**config.mk**
```make
export PLATFORM = sky130hd
export DESIGN_NAME = key_event_combo_detector
export DESIGN_NICKNAME = d
export VERILOG_FILES = /design/src/rtl/kecd_pkg.sv /design/src/rtl/key_event_combo_detector.sv
export VERILOG_INCLUDE_DIRS = /design/src /design/src/rtl
export SDC_FILE = /design/constraint.sdc
export NUM_CORES = 2
export LEC_CHECK = 0
export BUFFER_PORTS_ARGS = -buffer_cell sky130_fd_sc_hd__buf_2
export CORE_ASPECT_RATIO = 0.7
export CORE_MARGIN = 3
export CORE_UTILIZATION = 45
export DETAILED_ROUTE_END_ITERATION = 8
export PLACE_DENSITY = 0.7
export SLEW_MARGIN = 20
export SYNTH_ARGS = -nofsm -noshare
export SYNTH_HDL_FRONTEND = slang
export SYNTH_SLANG_ARGS = --single-unit
```
**constraint.sdc**
```tcl
create_clock -name i_clk -period 14.5 [get_ports i_clk]
set_input_delay 2.175 -clock i_clk [delete_from_list [all_inputs] [get_ports i_clk]]
set_output_delay 2.175 -clock i_clk [all_outputs]
set_load 0.05 [all_outputs]
```
**src/rtl/assert_macros.svh**
```systemverilog
// assertion macros shared by the rtl
`ifndef ASSERT_MACROS_SVH
`define ASSERT_MACROS_SVH

// property checked on every rising clock edge outside reset
`define KECD_ASSERT(name, prop, msg) \
    name: assert property (@(posedge i_clk) disable iff (!i_rst_n) (prop)) else $error(msg);

// condition in one cycle implies a property in the next
`define KECD_ASSERT_NEXT(name, pre, post, msg) \
    name: assert property (@(posedge i_clk) disable iff (!i_rst_n) (pre) |=> (post)) \
        else $error(msg);

`endif

```
**src/rtl/kecd_pkg.sv**
```systemverilog
// package for the key event combo detector: codes, sizes and types
package kecd_pkg;

    localparam int QUEUE_DEPTH = 256;
    localparam int Q_AW        = $clog2(QUEUE_DEPTH);
    localparam int Q_CW        = $clog2(QUEUE_DEPTH + 1);

    localparam int S_TDATA_W   = 32;
    localparam int M_TDATA_W   = ((11 + Q_CW + 7) / 8) * 8;

    localparam logic [Q_CW-1:0] DEPTH_C    = Q_CW'(QUEUE_DEPTH);
    localparam logic [Q_AW-1:0] LAST_ADDR  = Q_AW'(QUEUE_DEPTH - 1);

    localparam logic [9:0] KEY_NONE     = 10'd1023;
    localparam logic [9:0] KEY_MAX_CODE = 10'd767;
    localparam logic [9:0] K_HOME       = 10'd102;
    localparam logic [9:0] K_UP         = 10'd103;
    localparam logic [9:0] K_DOWN       = 10'd108;
    localparam logic [9:0] K_VOLDOWN    = 10'd114;
    localparam logic [9:0] K_VOLUP      = 10'd115;
    localparam logic [9:0] K_POWER      = 10'd116;

    localparam logic [1:0] CFG_REBOOT_EN  = 2'd0;
    localparam logic [1:0] CFG_LONG_TICKS = 2'd1;
    localparam logic [1:0] CFG_MOTION_THR = 2'd2;
    localparam logic [1:0] CFG_REPEAT_TGT = 2'd3;

    typedef enum logic [2:0] {
        ACT_KEY    = 3'd0,
        ACT_MOTION = 3'd1,
        ACT_TICK   = 3'd2,
        ACT_TAKE   = 3'd3,
        ACT_FLUSH  = 3'd4
    } t_action;

    typedef enum logic [3:0] {
        OC_NONE    = 4'd0,
        OC_TOGGLE  = 4'd1,
        OC_REBOOT  = 4'd2,
        OC_MOUNT   = 4'd3,
        OC_QUEUED  = 4'd4,
        OC_DROPPED = 4'd5,
        OC_LONG    = 4'd6,
        OC_TAKEN   = 4'd7,
        OC_EMPTY   = 4'd8
    } t_outcome;

endpackage

```
**src/rtl/key_event_combo_detector.sv**
```systemverilog
// key event combo detector: key registration, long press, trackball keys, key queue
//
// channel   dir  tdata (low bit up)                          tuser
// s_axis    in   key[9:0] pressed[10] motion_delta[26:11]    action[2:0]
// m_axis    out  result_key[9:0] was_long[10] queue_fill[19:11] outcome[3:0]
// cfg       in   i_cfg_we, i_cfg_idx, i_cfg_wdata (write only)
//
// an accepted item passes through the input register, then the result register
// one item per cycle sustained while m_axis_tready is high; the key queue memory has one write and one read port
// the head entry is read ahead into a register, so a take finds the head key already there
// synchronous active-low reset; no clearing pass, queue entries are only read once written
// a stalled output holds the result; the input register takes one more item, then tready drops
`include "assert_macros.svh"

module key_event_combo_detector (
    input  logic                             i_clk,
    input  logic                             i_rst_n,
    input  logic                             s_axis_tvalid,
    output logic                             s_axis_tready,
    // key[9:0], pressed[10], motion_delta[26:11]
    input  logic [kecd_pkg::S_TDATA_W-1:0]   s_axis_tdata,
    // action[2:0]
    input  logic [2:0]                       s_axis_tuser,
    output logic                             m_axis_tvalid,
    input  logic                             m_axis_tready,
    // result_key[9:0], was_long[10], queue_fill[19:11]
    output logic [kecd_pkg::M_TDATA_W-1:0]   m_axis_tdata,
    // outcome[3:0]
    output logic [3:0]                       m_axis_tuser,
    input  logic                             i_cfg_we,
    input  logic [1:0]                       i_cfg_idx,
    input  logic [15:0]                      i_cfg_wdata
);

    localparam int AW = kecd_pkg::Q_AW;
    localparam int CW = kecd_pkg::Q_CW;

    // configuration
    logic        r_reboot_en;
    logic [15:0] r_long_ticks;
    logic [7:0]  r_motion_thr;
    logic [3:0]  r_repeat_tgt;

    // input register
    logic                r_in_valid;
    kecd_pkg::t_action   r_in_action;
    logic [9:0]          r_in_key;
    logic                r_in_pressed;
    logic [15:0]         r_in_delta;

    // block state
    logic                r_power_held;
    logic [9:0]          r_last_down;
    logic                r_long_flag;
    logic [15:0]         r_hold_timer;
    logic signed [17:0]  r_motion_sum;
    logic [3:0]          r_power_run;
    logic [3:0]          r_alt_run;
    logic [9:0]          r_prev_key;
    logic [AW-1:0]       r_fifo_head;
    logic [CW-1:0]       r_fifo_count;
    logic [9:0]          r_mem [kecd_pkg::QUEUE_DEPTH];
    logic [9:0]          r_head_q;

    // result register
    logic                r_out_valid;
    kecd_pkg::t_outcome  r_out_outcome;
    logic [9:0]          r_out_key;
    logic                r_out_long;
    logic [CW-1:0]       r_out_fill;

    logic                n_power_held;
    logic [9:0]          n_last_down;
    logic                n_long_flag;
    logic [15:0]         n_hold_timer;
    logic signed [17:0]  n_motion_sum;
    logic [3:0]          n_power_run;
    logic [3:0]          n_alt_run;
    logic [9:0]          n_prev_key;
    logic [AW-1:0]       n_fifo_head;
    logic [CW-1:0]       n_fifo_count;

    kecd_pkg::t_outcome  res_outcome;
    logic [9:0]          res_key;
    logic                res_long;
    logic                mem_we;
    logic [AW-1:0]       mem_waddr;
    logic [AW-1:0]       rd_addr;
    logic                adv;
    logic                s_acc;

    assign adv           = r_in_valid && (!r_out_valid || m_axis_tready);
    assign s_axis_tready = !r_in_valid || adv;
    assign s_acc         = s_axis_tvalid && s_axis_tready;

    always_comb begin
        logic signed [17:0] sum_tmp;
        logic signed [17:0] thr_s;
        logic               do_ev;
        logic [9:0]         ev_key;
        logic               ev_down;
        logic               do_cls;
        logic [9:0]         cls_key;
        logic               cls_long;
        logic [3:0]         pr_inc;
        logic [3:0]         ar_inc;
        logic               pr_hit;
        logic               alt;
        logic [AW:0]        wsum;

        n_power_held = r_power_held;
        n_last_down  = r_last_down;
        n_long_flag  = r_long_flag;
        n_hold_timer = r_hold_timer;
        n_motion_sum = r_motion_sum;
        n_power_run  = r_power_run;
        n_alt_run    = r_alt_run;
        n_prev_key   = r_prev_key;
        n_fifo_head  = r_fifo_head;
        n_fifo_count = r_fifo_count;
        res_outcome  = kecd_pkg::OC_NONE;
        res_key      = '0;
        res_long     = 1'b0;
        mem_we       = 1'b0;
        do_ev        = 1'b0;
        ev_key       = r_in_key;
        ev_down      = r_in_pressed;
        do_cls       = 1'b0;
        cls_key      = r_in_key;
        cls_long     = 1'b0;
        pr_hit       = 1'b0;
        alt          = 1'b0;
        pr_inc       = (r_power_run == 4'hF) ? r_power_run : r_power_run + 4'd1;
        ar_inc       = (r_alt_run == 4'hF) ? r_alt_run : r_alt_run + 4'd1;
        sum_tmp      = r_motion_sum + {{2{r_in_delta[15]}}, r_in_delta};
        thr_s        = $signed({10'd0, r_motion_thr});
        wsum         = {1'b0, r_fifo_head} + (AW+1)'(r_fifo_count);
        mem_waddr    = (wsum >= (AW+1)'(kecd_pkg::QUEUE_DEPTH))
                       ? AW'(wsum - (AW+1)'(kecd_pkg::QUEUE_DEPTH)) : AW'(wsum);

        case (r_in_action)
            kecd_pkg::ACT_KEY: begin
                n_motion_sum = '0;
                if (r_in_key <= kecd_pkg::KEY_MAX_CODE) begin
                    do_ev = 1'b1;
                end
            end
            kecd_pkg::ACT_MOTION: begin
                if (sum_tmp > thr_s || sum_tmp < -thr_s) begin
                    // synthetic press and release of down or up
                    n_motion_sum = '0;
                    n_last_down  = kecd_pkg::KEY_NONE;
                    n_long_flag  = 1'b0;
                    n_hold_timer = '0;
                    do_cls       = 1'b1;
                    cls_key      = (sum_tmp > thr_s) ? kecd_pkg::K_DOWN : kecd_pkg::K_UP;
                end else begin
                    n_motion_sum = sum_tmp;
                end
            end
            kecd_pkg::ACT_TICK: begin
                if (r_last_down != kecd_pkg::KEY_NONE && !r_long_flag) begin
                    if (r_hold_timer != 16'hFFFF) begin
                        n_hold_timer = r_hold_timer + 16'd1;
                    end
                    if (n_hold_timer >= r_long_ticks) begin
                        n_long_flag = 1'b1;
                        res_outcome = kecd_pkg::OC_LONG;
                        res_key     = r_last_down;
                        res_long    = 1'b1;
                    end
                end
            end
            kecd_pkg::ACT_TAKE: begin
                if (r_fifo_count != '0) begin
                    res_outcome  = kecd_pkg::OC_TAKEN;
                    res_key      = r_head_q;
                    n_fifo_head  = (r_fifo_head == kecd_pkg::LAST_ADDR) ? '0
                                   : r_fifo_head + AW'(1);
                    n_fifo_count = r_fifo_count - CW'(1);
                end else begin
                    res_outcome = kecd_pkg::OC_EMPTY;
                end
            end
            kecd_pkg::ACT_FLUSH: begin
                n_fifo_count = '0;
            end
            default: begin
                res_outcome = kecd_pkg::OC_NONE;
            end
        endcase

        if (do_ev) begin
            if (ev_key == kecd_pkg::K_POWER) begin
                n_power_held = ev_down;
            end
            if (ev_down) begin
                n_last_down  = ev_key;
                n_long_flag  = 1'b0;
                n_hold_timer = '0;
            end else begin
                n_last_down = kecd_pkg::KEY_NONE;
                if (r_last_down == ev_key) begin
                    do_cls   = 1'b1;
                    cls_key  = ev_key;
                    cls_long = r_long_flag;
                end
            end
        end

        if (do_cls) begin
            res_key  = cls_key;
            res_long = cls_long;
            if ((n_power_held && cls_key == kecd_pkg::K_VOLUP) || cls_key == kecd_pkg::K_HOME) begin
                res_outcome = kecd_pkg::OC_TOGGLE;
            end else begin
                if (cls_key == kecd_pkg::K_POWER) begin
                    if (r_reboot_en) begin
                        n_power_run = pr_inc;
                        pr_hit      = (pr_inc >= r_repeat_tgt);
                    end
                end else begin
                    n_power_run = '0;
                end
                if (pr_hit) begin
                    res_outcome = kecd_pkg::OC_REBOOT;
                end else begin
                    alt = (cls_key == kecd_pkg::K_VOLUP &&
                           (r_prev_key == kecd_pkg::K_VOLDOWN || r_prev_key == kecd_pkg::KEY_NONE)) ||
                          (cls_key == kecd_pkg::K_VOLDOWN &&
                           (r_prev_key == kecd_pkg::K_VOLUP || r_prev_key == kecd_pkg::KEY_NONE));
                    if (alt && ar_inc >= r_repeat_tgt) begin
                        n_alt_run   = '0;
                        res_outcome = kecd_pkg::OC_MOUNT;
                    end else begin
                        n_alt_run  = alt ? ar_inc : 4'd0;
                        n_prev_key = cls_key;
                        if (r_fifo_count < kecd_pkg::DEPTH_C) begin
                            mem_we       = 1'b1;
                            n_fifo_count = r_fifo_count + CW'(1);
                            res_outcome  = kecd_pkg::OC_QUEUED;
                        end else begin
                            res_outcome = kecd_pkg::OC_DROPPED;
                        end
                    end
                end
            end
        end
    end

    assign rd_addr = adv ? n_fifo_head : r_fifo_head;

    // key queue memory with head read-ahead
    always_ff @(posedge i_clk) begin
        if (adv && mem_we) begin
            r_mem[mem_waddr] <= res_key;
        end
        if (adv && mem_we && mem_waddr == rd_addr) begin
            r_head_q <= res_key;
        end else begin
            r_head_q <= r_mem[rd_addr];
        end
    end

    always_ff @(posedge i_clk) begin
        if (!i_rst_n) begin
            r_reboot_en  <= 1'b1;
            r_long_ticks <= 16'd750;
            r_motion_thr <= 8'd3;
            r_repeat_tgt <= 4'd7;
        end else if (i_cfg_we) begin
            case (i_cfg_idx)
                kecd_pkg::CFG_REBOOT_EN:  r_reboot_en  <= i_cfg_wdata[0];
                kecd_pkg::CFG_LONG_TICKS: r_long_ticks <= i_cfg_wdata;
                kecd_pkg::CFG_MOTION_THR: r_motion_thr <= i_cfg_wdata[7:0];
                kecd_pkg::CFG_REPEAT_TGT: r_repeat_tgt <= i_cfg_wdata[3:0];
                default: r_reboot_en <= r_reboot_en;
            endcase
        end
    end

    always_ff @(posedge i_clk) begin
        if (!i_rst_n) begin
            r_in_valid <= 1'b0;
        end else if (s_acc) begin
            r_in_valid <= 1'b1;
        end else if (adv) begin
            r_in_valid <= 1'b0;
        end
        if (s_acc) begin
            r_in_action  <= kecd_pkg::t_action'(s_axis_tuser);
            r_in_key     <= s_axis_tdata[9:0];
            r_in_pressed <= s_axis_tdata[10];
            r_in_delta   <= s_axis_tdata[26:11];
        end
    end

    always_ff @(posedge i_clk) begin
        if (!i_rst_n) begin
            r_power_held <= 1'b0;
            r_last_down  <= kecd_pkg::KEY_NONE;
            r_long_flag  <= 1'b0;
            r_hold_timer <= '0;
            r_motion_sum <= '0;
            r_power_run  <= '0;
            r_alt_run    <= '0;
            r_prev_key   <= kecd_pkg::KEY_NONE;
            r_fifo_head  <= '0;
            r_fifo_count <= '0;
        end else if (adv) begin
            r_power_held <= n_power_held;
            r_last_down  <= n_last_down;
            r_long_flag  <= n_long_flag;
            r_hold_timer <= n_hold_timer;
            r_motion_sum <= n_motion_sum;
            r_power_run  <= n_power_run;
            r_alt_run    <= n_alt_run;
            r_prev_key   <= n_prev_key;
            r_fifo_head  <= n_fifo_head;
            r_fifo_count <= n_fifo_count;
        end
    end

    always_ff @(posedge i_clk) begin
        if (!i_rst_n) begin
            r_out_valid <= 1'b0;
        end else if (adv) begin
            r_out_valid <= 1'b1;
        end else if (m_axis_tready) begin
            r_out_valid <= 1'b0;
        end
        if (adv) begin
            r_out_outcome <= res_outcome;
            r_out_key     <= res_key;
            r_out_long    <= res_long;
            r_out_fill    <= n_fifo_count;
        end
    end

    assign m_axis_tvalid = r_out_valid;
    assign m_axis_tuser  = r_out_outcome;
    assign m_axis_tdata  = kecd_pkg::M_TDATA_W'({r_out_fill, r_out_long, r_out_key});

    `KECD_ASSERT(a_fill_bound, r_fifo_count <= kecd_pkg::DEPTH_C, "queue fill above depth")
    `KECD_ASSERT(a_empty_fill, !(r_out_valid && r_out_outcome == kecd_pkg::OC_EMPTY) || r_out_fill == '0, "empty outcome with nonzero fill")
    `KECD_ASSERT_NEXT(a_timer_step, 1'b1, (r_hold_timer == $past(r_hold_timer) || r_hold_timer == '0 || r_hold_timer == $past(r_hold_timer) + 16'd1), "hold timer jumped")
    `KECD_ASSERT_NEXT(a_stall_state, r_in_valid && !adv, (r_fifo_count == $past(r_fifo_count) && r_fifo_head == $past(r_fifo_head)), "queue state moved while stalled")

endmodule
```
==> results.md <==
* Status: finished clean
* Final nets at 5,523
* Clock transition at path regs at 0.07 ns
* Total track usage at 21.2%
* Synthesized area at roughly 110,000 sq um
* Grt total ovfl at 0
* Worst-skew pair later-pin latency at 0.89 ns
* Async set-reset flop share out of synthesis at 0%
* Skew final at a little under 0.07 ns
* Crit path buffers/inverters at 3
* Worst slack, placed at around 7 ns
* R2R Path End: r_mem[195][2]
* Die area at around 250,000 sq um
* Row count at 150
* Final setup fails at 0
* Crit path to: r_mem[195][2]
* Sink Count at 2,734
* EDFF count, synth at 2,614
* Number of synthesis warnings at 0
* RSZ-0062 raised after global routing: false
* Crit. End Element: register
* Crit path max-delay family: compound AO/OA/AOI/OAI gates
* Arr. time, crit path at 8.07 ns
* Core box area at 240,000 sq um
* Initial core utilization at 45.4%
* Sequential-to-total area share from yosys stat at 74.2%
* H-tree levels at 4
* Fmax at between 100 and 150 MHz
* Crit path cell chain: ha_1, fa_1, a211oi_1, o21bai_1, o211ai_1, mux2i_1, o2111ai_1, ha_1, a21o_1, a21oi_1, nor2b_1, or4_1, a31oi_1, a31o_1, nor2_2, a21boi_4, nand2_1, a21oi_1, o21ai_4, buf_6, buf_4, buf_4
* Leakage power at around 0.038 uW
* Source of the critical timing path: r_in_delta[0]
* DR vias/cell at about 6.1
* HPWL after detailed placement at 159,000 um
* Peak supply drop at 0.000157 V
* Synth-to-Final Area Change at 11.3%
* Worst path slowest cell: buf_4
* Final Power at 15,200 uW
* Drt pass-1 iters at 8
* Power Density at 125 nW/um^2
* Max Transition Viols Final at 0
* Worst slew pin tran at around 1.2 ns
* Commonest non-fill, non-tap cells in the layout: 2,614 x edfxtp_1, 850 x mux4_2, 242 x clkbuf_16
* Commonest non-fill, non-tap cell in the layout: edfxtp_1
* Worst r2r path cells at 22
* # hold bufs at CTS at 0
* Post-CTS resize count at 0
* Post-DRT Antenna Nets at 0
* Die height at 418 um
* Total of max-cap violations at 0
* Syn Inst Count at 5,177
* Die width at 594 um
* Post-Route WL at 265,000 um
* Buffers added on ports at 78
* Largest net degree at the start of global routing at 174
* Via Count at 53,943
* Ys flop type: edfxtp_1
* Setup ws final at 6.93 ns
* CTS Buf Count at 237
* Critical setup path kind: reg2reg
* Post-CTS setup buffer count at 0
* Tmin final at 7.57 ns
* Slowest stage delay, CP at 0.86 ns
* Final Cycle Share at 52.2%
* CP Data Required Time at 14.99 ns
* Number of stages on the worst setup path at 22
* Netlist cell types at 90
* Reg2Reg Setup Slack at 6.93 ns
* DRT iter0 DRCs at 7,325
* CTS tree: yes
* CTS root buf: clkbuf_16
* Crit-path max FO at 96
* Vias in the first global route at 52,222
* Seq cells post-synth at approximately 2,700
* Mean post-synth cell area at 21.0 sq um
* Gpl congestion at 0.832
* Io pins at 88
* Clk buf depth at 4
* Share of cells above drive strength 1 at 27.7%
* CP Launch Type: register
* First-pass GRT wire length at 381,000 um
* Worst hold path class: reg2reg
* Critical R2R Launch: r_in_delta[0]
* Slew margin rel. at 19.6%
* Initial antenna violation count at 28
* Fill count at 18,603
* Drc violations at 0
* Wire length per cell at 30.2 um
* Fin. Hold Viols at 0
[cell type report]
type                            count  area (sq um)  share of cell area (%)
Sequential cell                  2734         80900                    66.7
Multi-Input combinational cell   2098         26800                    22.1
Clock buffer                      296          6330                    5.22
Tap cell                         3192          3990                    3.29
Timing Repair Buffer              255          1920                    1.58
Clock inverter                    124          1040                   0.855
Inverter                           58           218                   0.179
Antenna cell                       15          37.5                  0.0309
[worst min-delay path, delay by kind of cell (launching register included)]
family	cells	cell delay [ns]
DFF	1	0.31
and+or+nand+nor	1	0.05
AOI/OAI and AO/OA	1	0.05
[cells in the mapped netlist, types with 9 or more instances]
cell	count	area share, %
edfxtp_1	2614	72
mux4_2	850	18
nor2_1	249	0.86
nand2_1	190	0.65
clkbuf_1	171	0.59
dfxtp_1	120	2.2
nor3_1	108	0.50
a21oi_1	92	0.42
ha_1	79	0.91
buf_1	71	0.24
o21ai_0	68	0.31
inv_1	56	0.19
nand3_1	55	0.25
xnor2_1	35	0.28
buf_2	31	0.14
nor3_2	27	0.25
a22oi_1	25	0.17
a21o_1	24	0.17
nand2b_1	18	0.10
nand4_1	17	0.098
o211ai_1	16	0.11
xor2_1	16	0.13
and2_1	15	0.086
mux2i_1	15	0.14
buf_4	13	0.090
or3_1	13	0.075
a31oi_1	11	0.063
nor4_1	11	0.063
and3_1	10	0.057
nor2b_1	10	0.057
o21a_1	9	0.062
or2_2	9	0.052
[routing by layer]
| layer | part of all wire, % | track usage, % |
|---|---|---|
| met3 | 13 | 7.15 |
| met4 | 2.6 | 5.65 |
| met5 | 0.043 | 0.193 |
| met1 | 41 | 31.7 |
| met2 | 44 | 29.9 |
[per-stage QoR]
stage | hold WS (ns) | cells | TNS [ns] | util [%] | area [sq um]
3_5_place_dp | 0.447 | 8336 | 0 | 47.5 | 114000
6_report | 0.458 | 8772 | 0 | 50.6 | 121000
3_3_place_gp | 0.448 | 8335 | 0 | 47.4 | 114000
5_1_grt | 0.482 | 8757 | 0 | 50.6 | 121000
4_1_cts | 0.459 | 8756 | 0 | 50.5 | 121000
2_1_floorplan | 0.436 | 5180 | -1973.93 | - | 109000
[registers in the layout, summed over array words and instances, names as in the netlist, 3 cells and up, named ones only]
| name | cells |
|---|---|
| r_out_fill | 9 |
| r_repeat_tgt | 4 |
| r_out_key | 10 |
| m_axis_tuser | 4 |
| r_last_down | 10 |
| r_hold_timer | 16 |
| r_in_delta | 16 |
| r_prev_key | 10 |
| r_mem | 2560 |
| r_long_ticks | 16 |
| r_in_key | 10 |
| r_motion_sum | 18 |
| r_alt_run | 4 |
| r_in_action | 3 |
| r_fifo_count | 9 |
| r_power_run | 4 |
| r_fifo_head | 8 |
| r_motion_thr | 8 |
[worst min path at each step]
stage                     startpoint          endpoint  cells past startpoint
floorplan           r_long_ticks[10]  r_long_ticks[10]                      2
CTS                  r_long_ticks[4]   r_long_ticks[4]                      2
detailed placement   r_long_ticks[8]   r_long_ticks[8]                      2
finish               r_long_ticks[4]   r_long_ticks[4]                      2
global placement     r_long_ticks[4]   r_long_ticks[4]                      2
global route        r_long_ticks[14]  r_long_ticks[14]                      2
[power breakdown]
group	leakage [uW]	switching (uW)	internal, uW
Combinational	0.00853	272	99.2
Clock	0.00362	2790	3360
Sequential	0.0254	14.6	8650
Total	0.0376	3080	12100
[cell families after synthesis]
family	count (synthesis)	share of synthesized area (%)
other cells	1	0.00344
compound gates	310	1.83
xor+xnor	51	0.410
flops	2734	74.2
simple gates	780	3.49
buf+inv	348	1.31
mux	872	17.8
fa+ha+maj	81	0.944
Power figures use the tool's default switching activity.
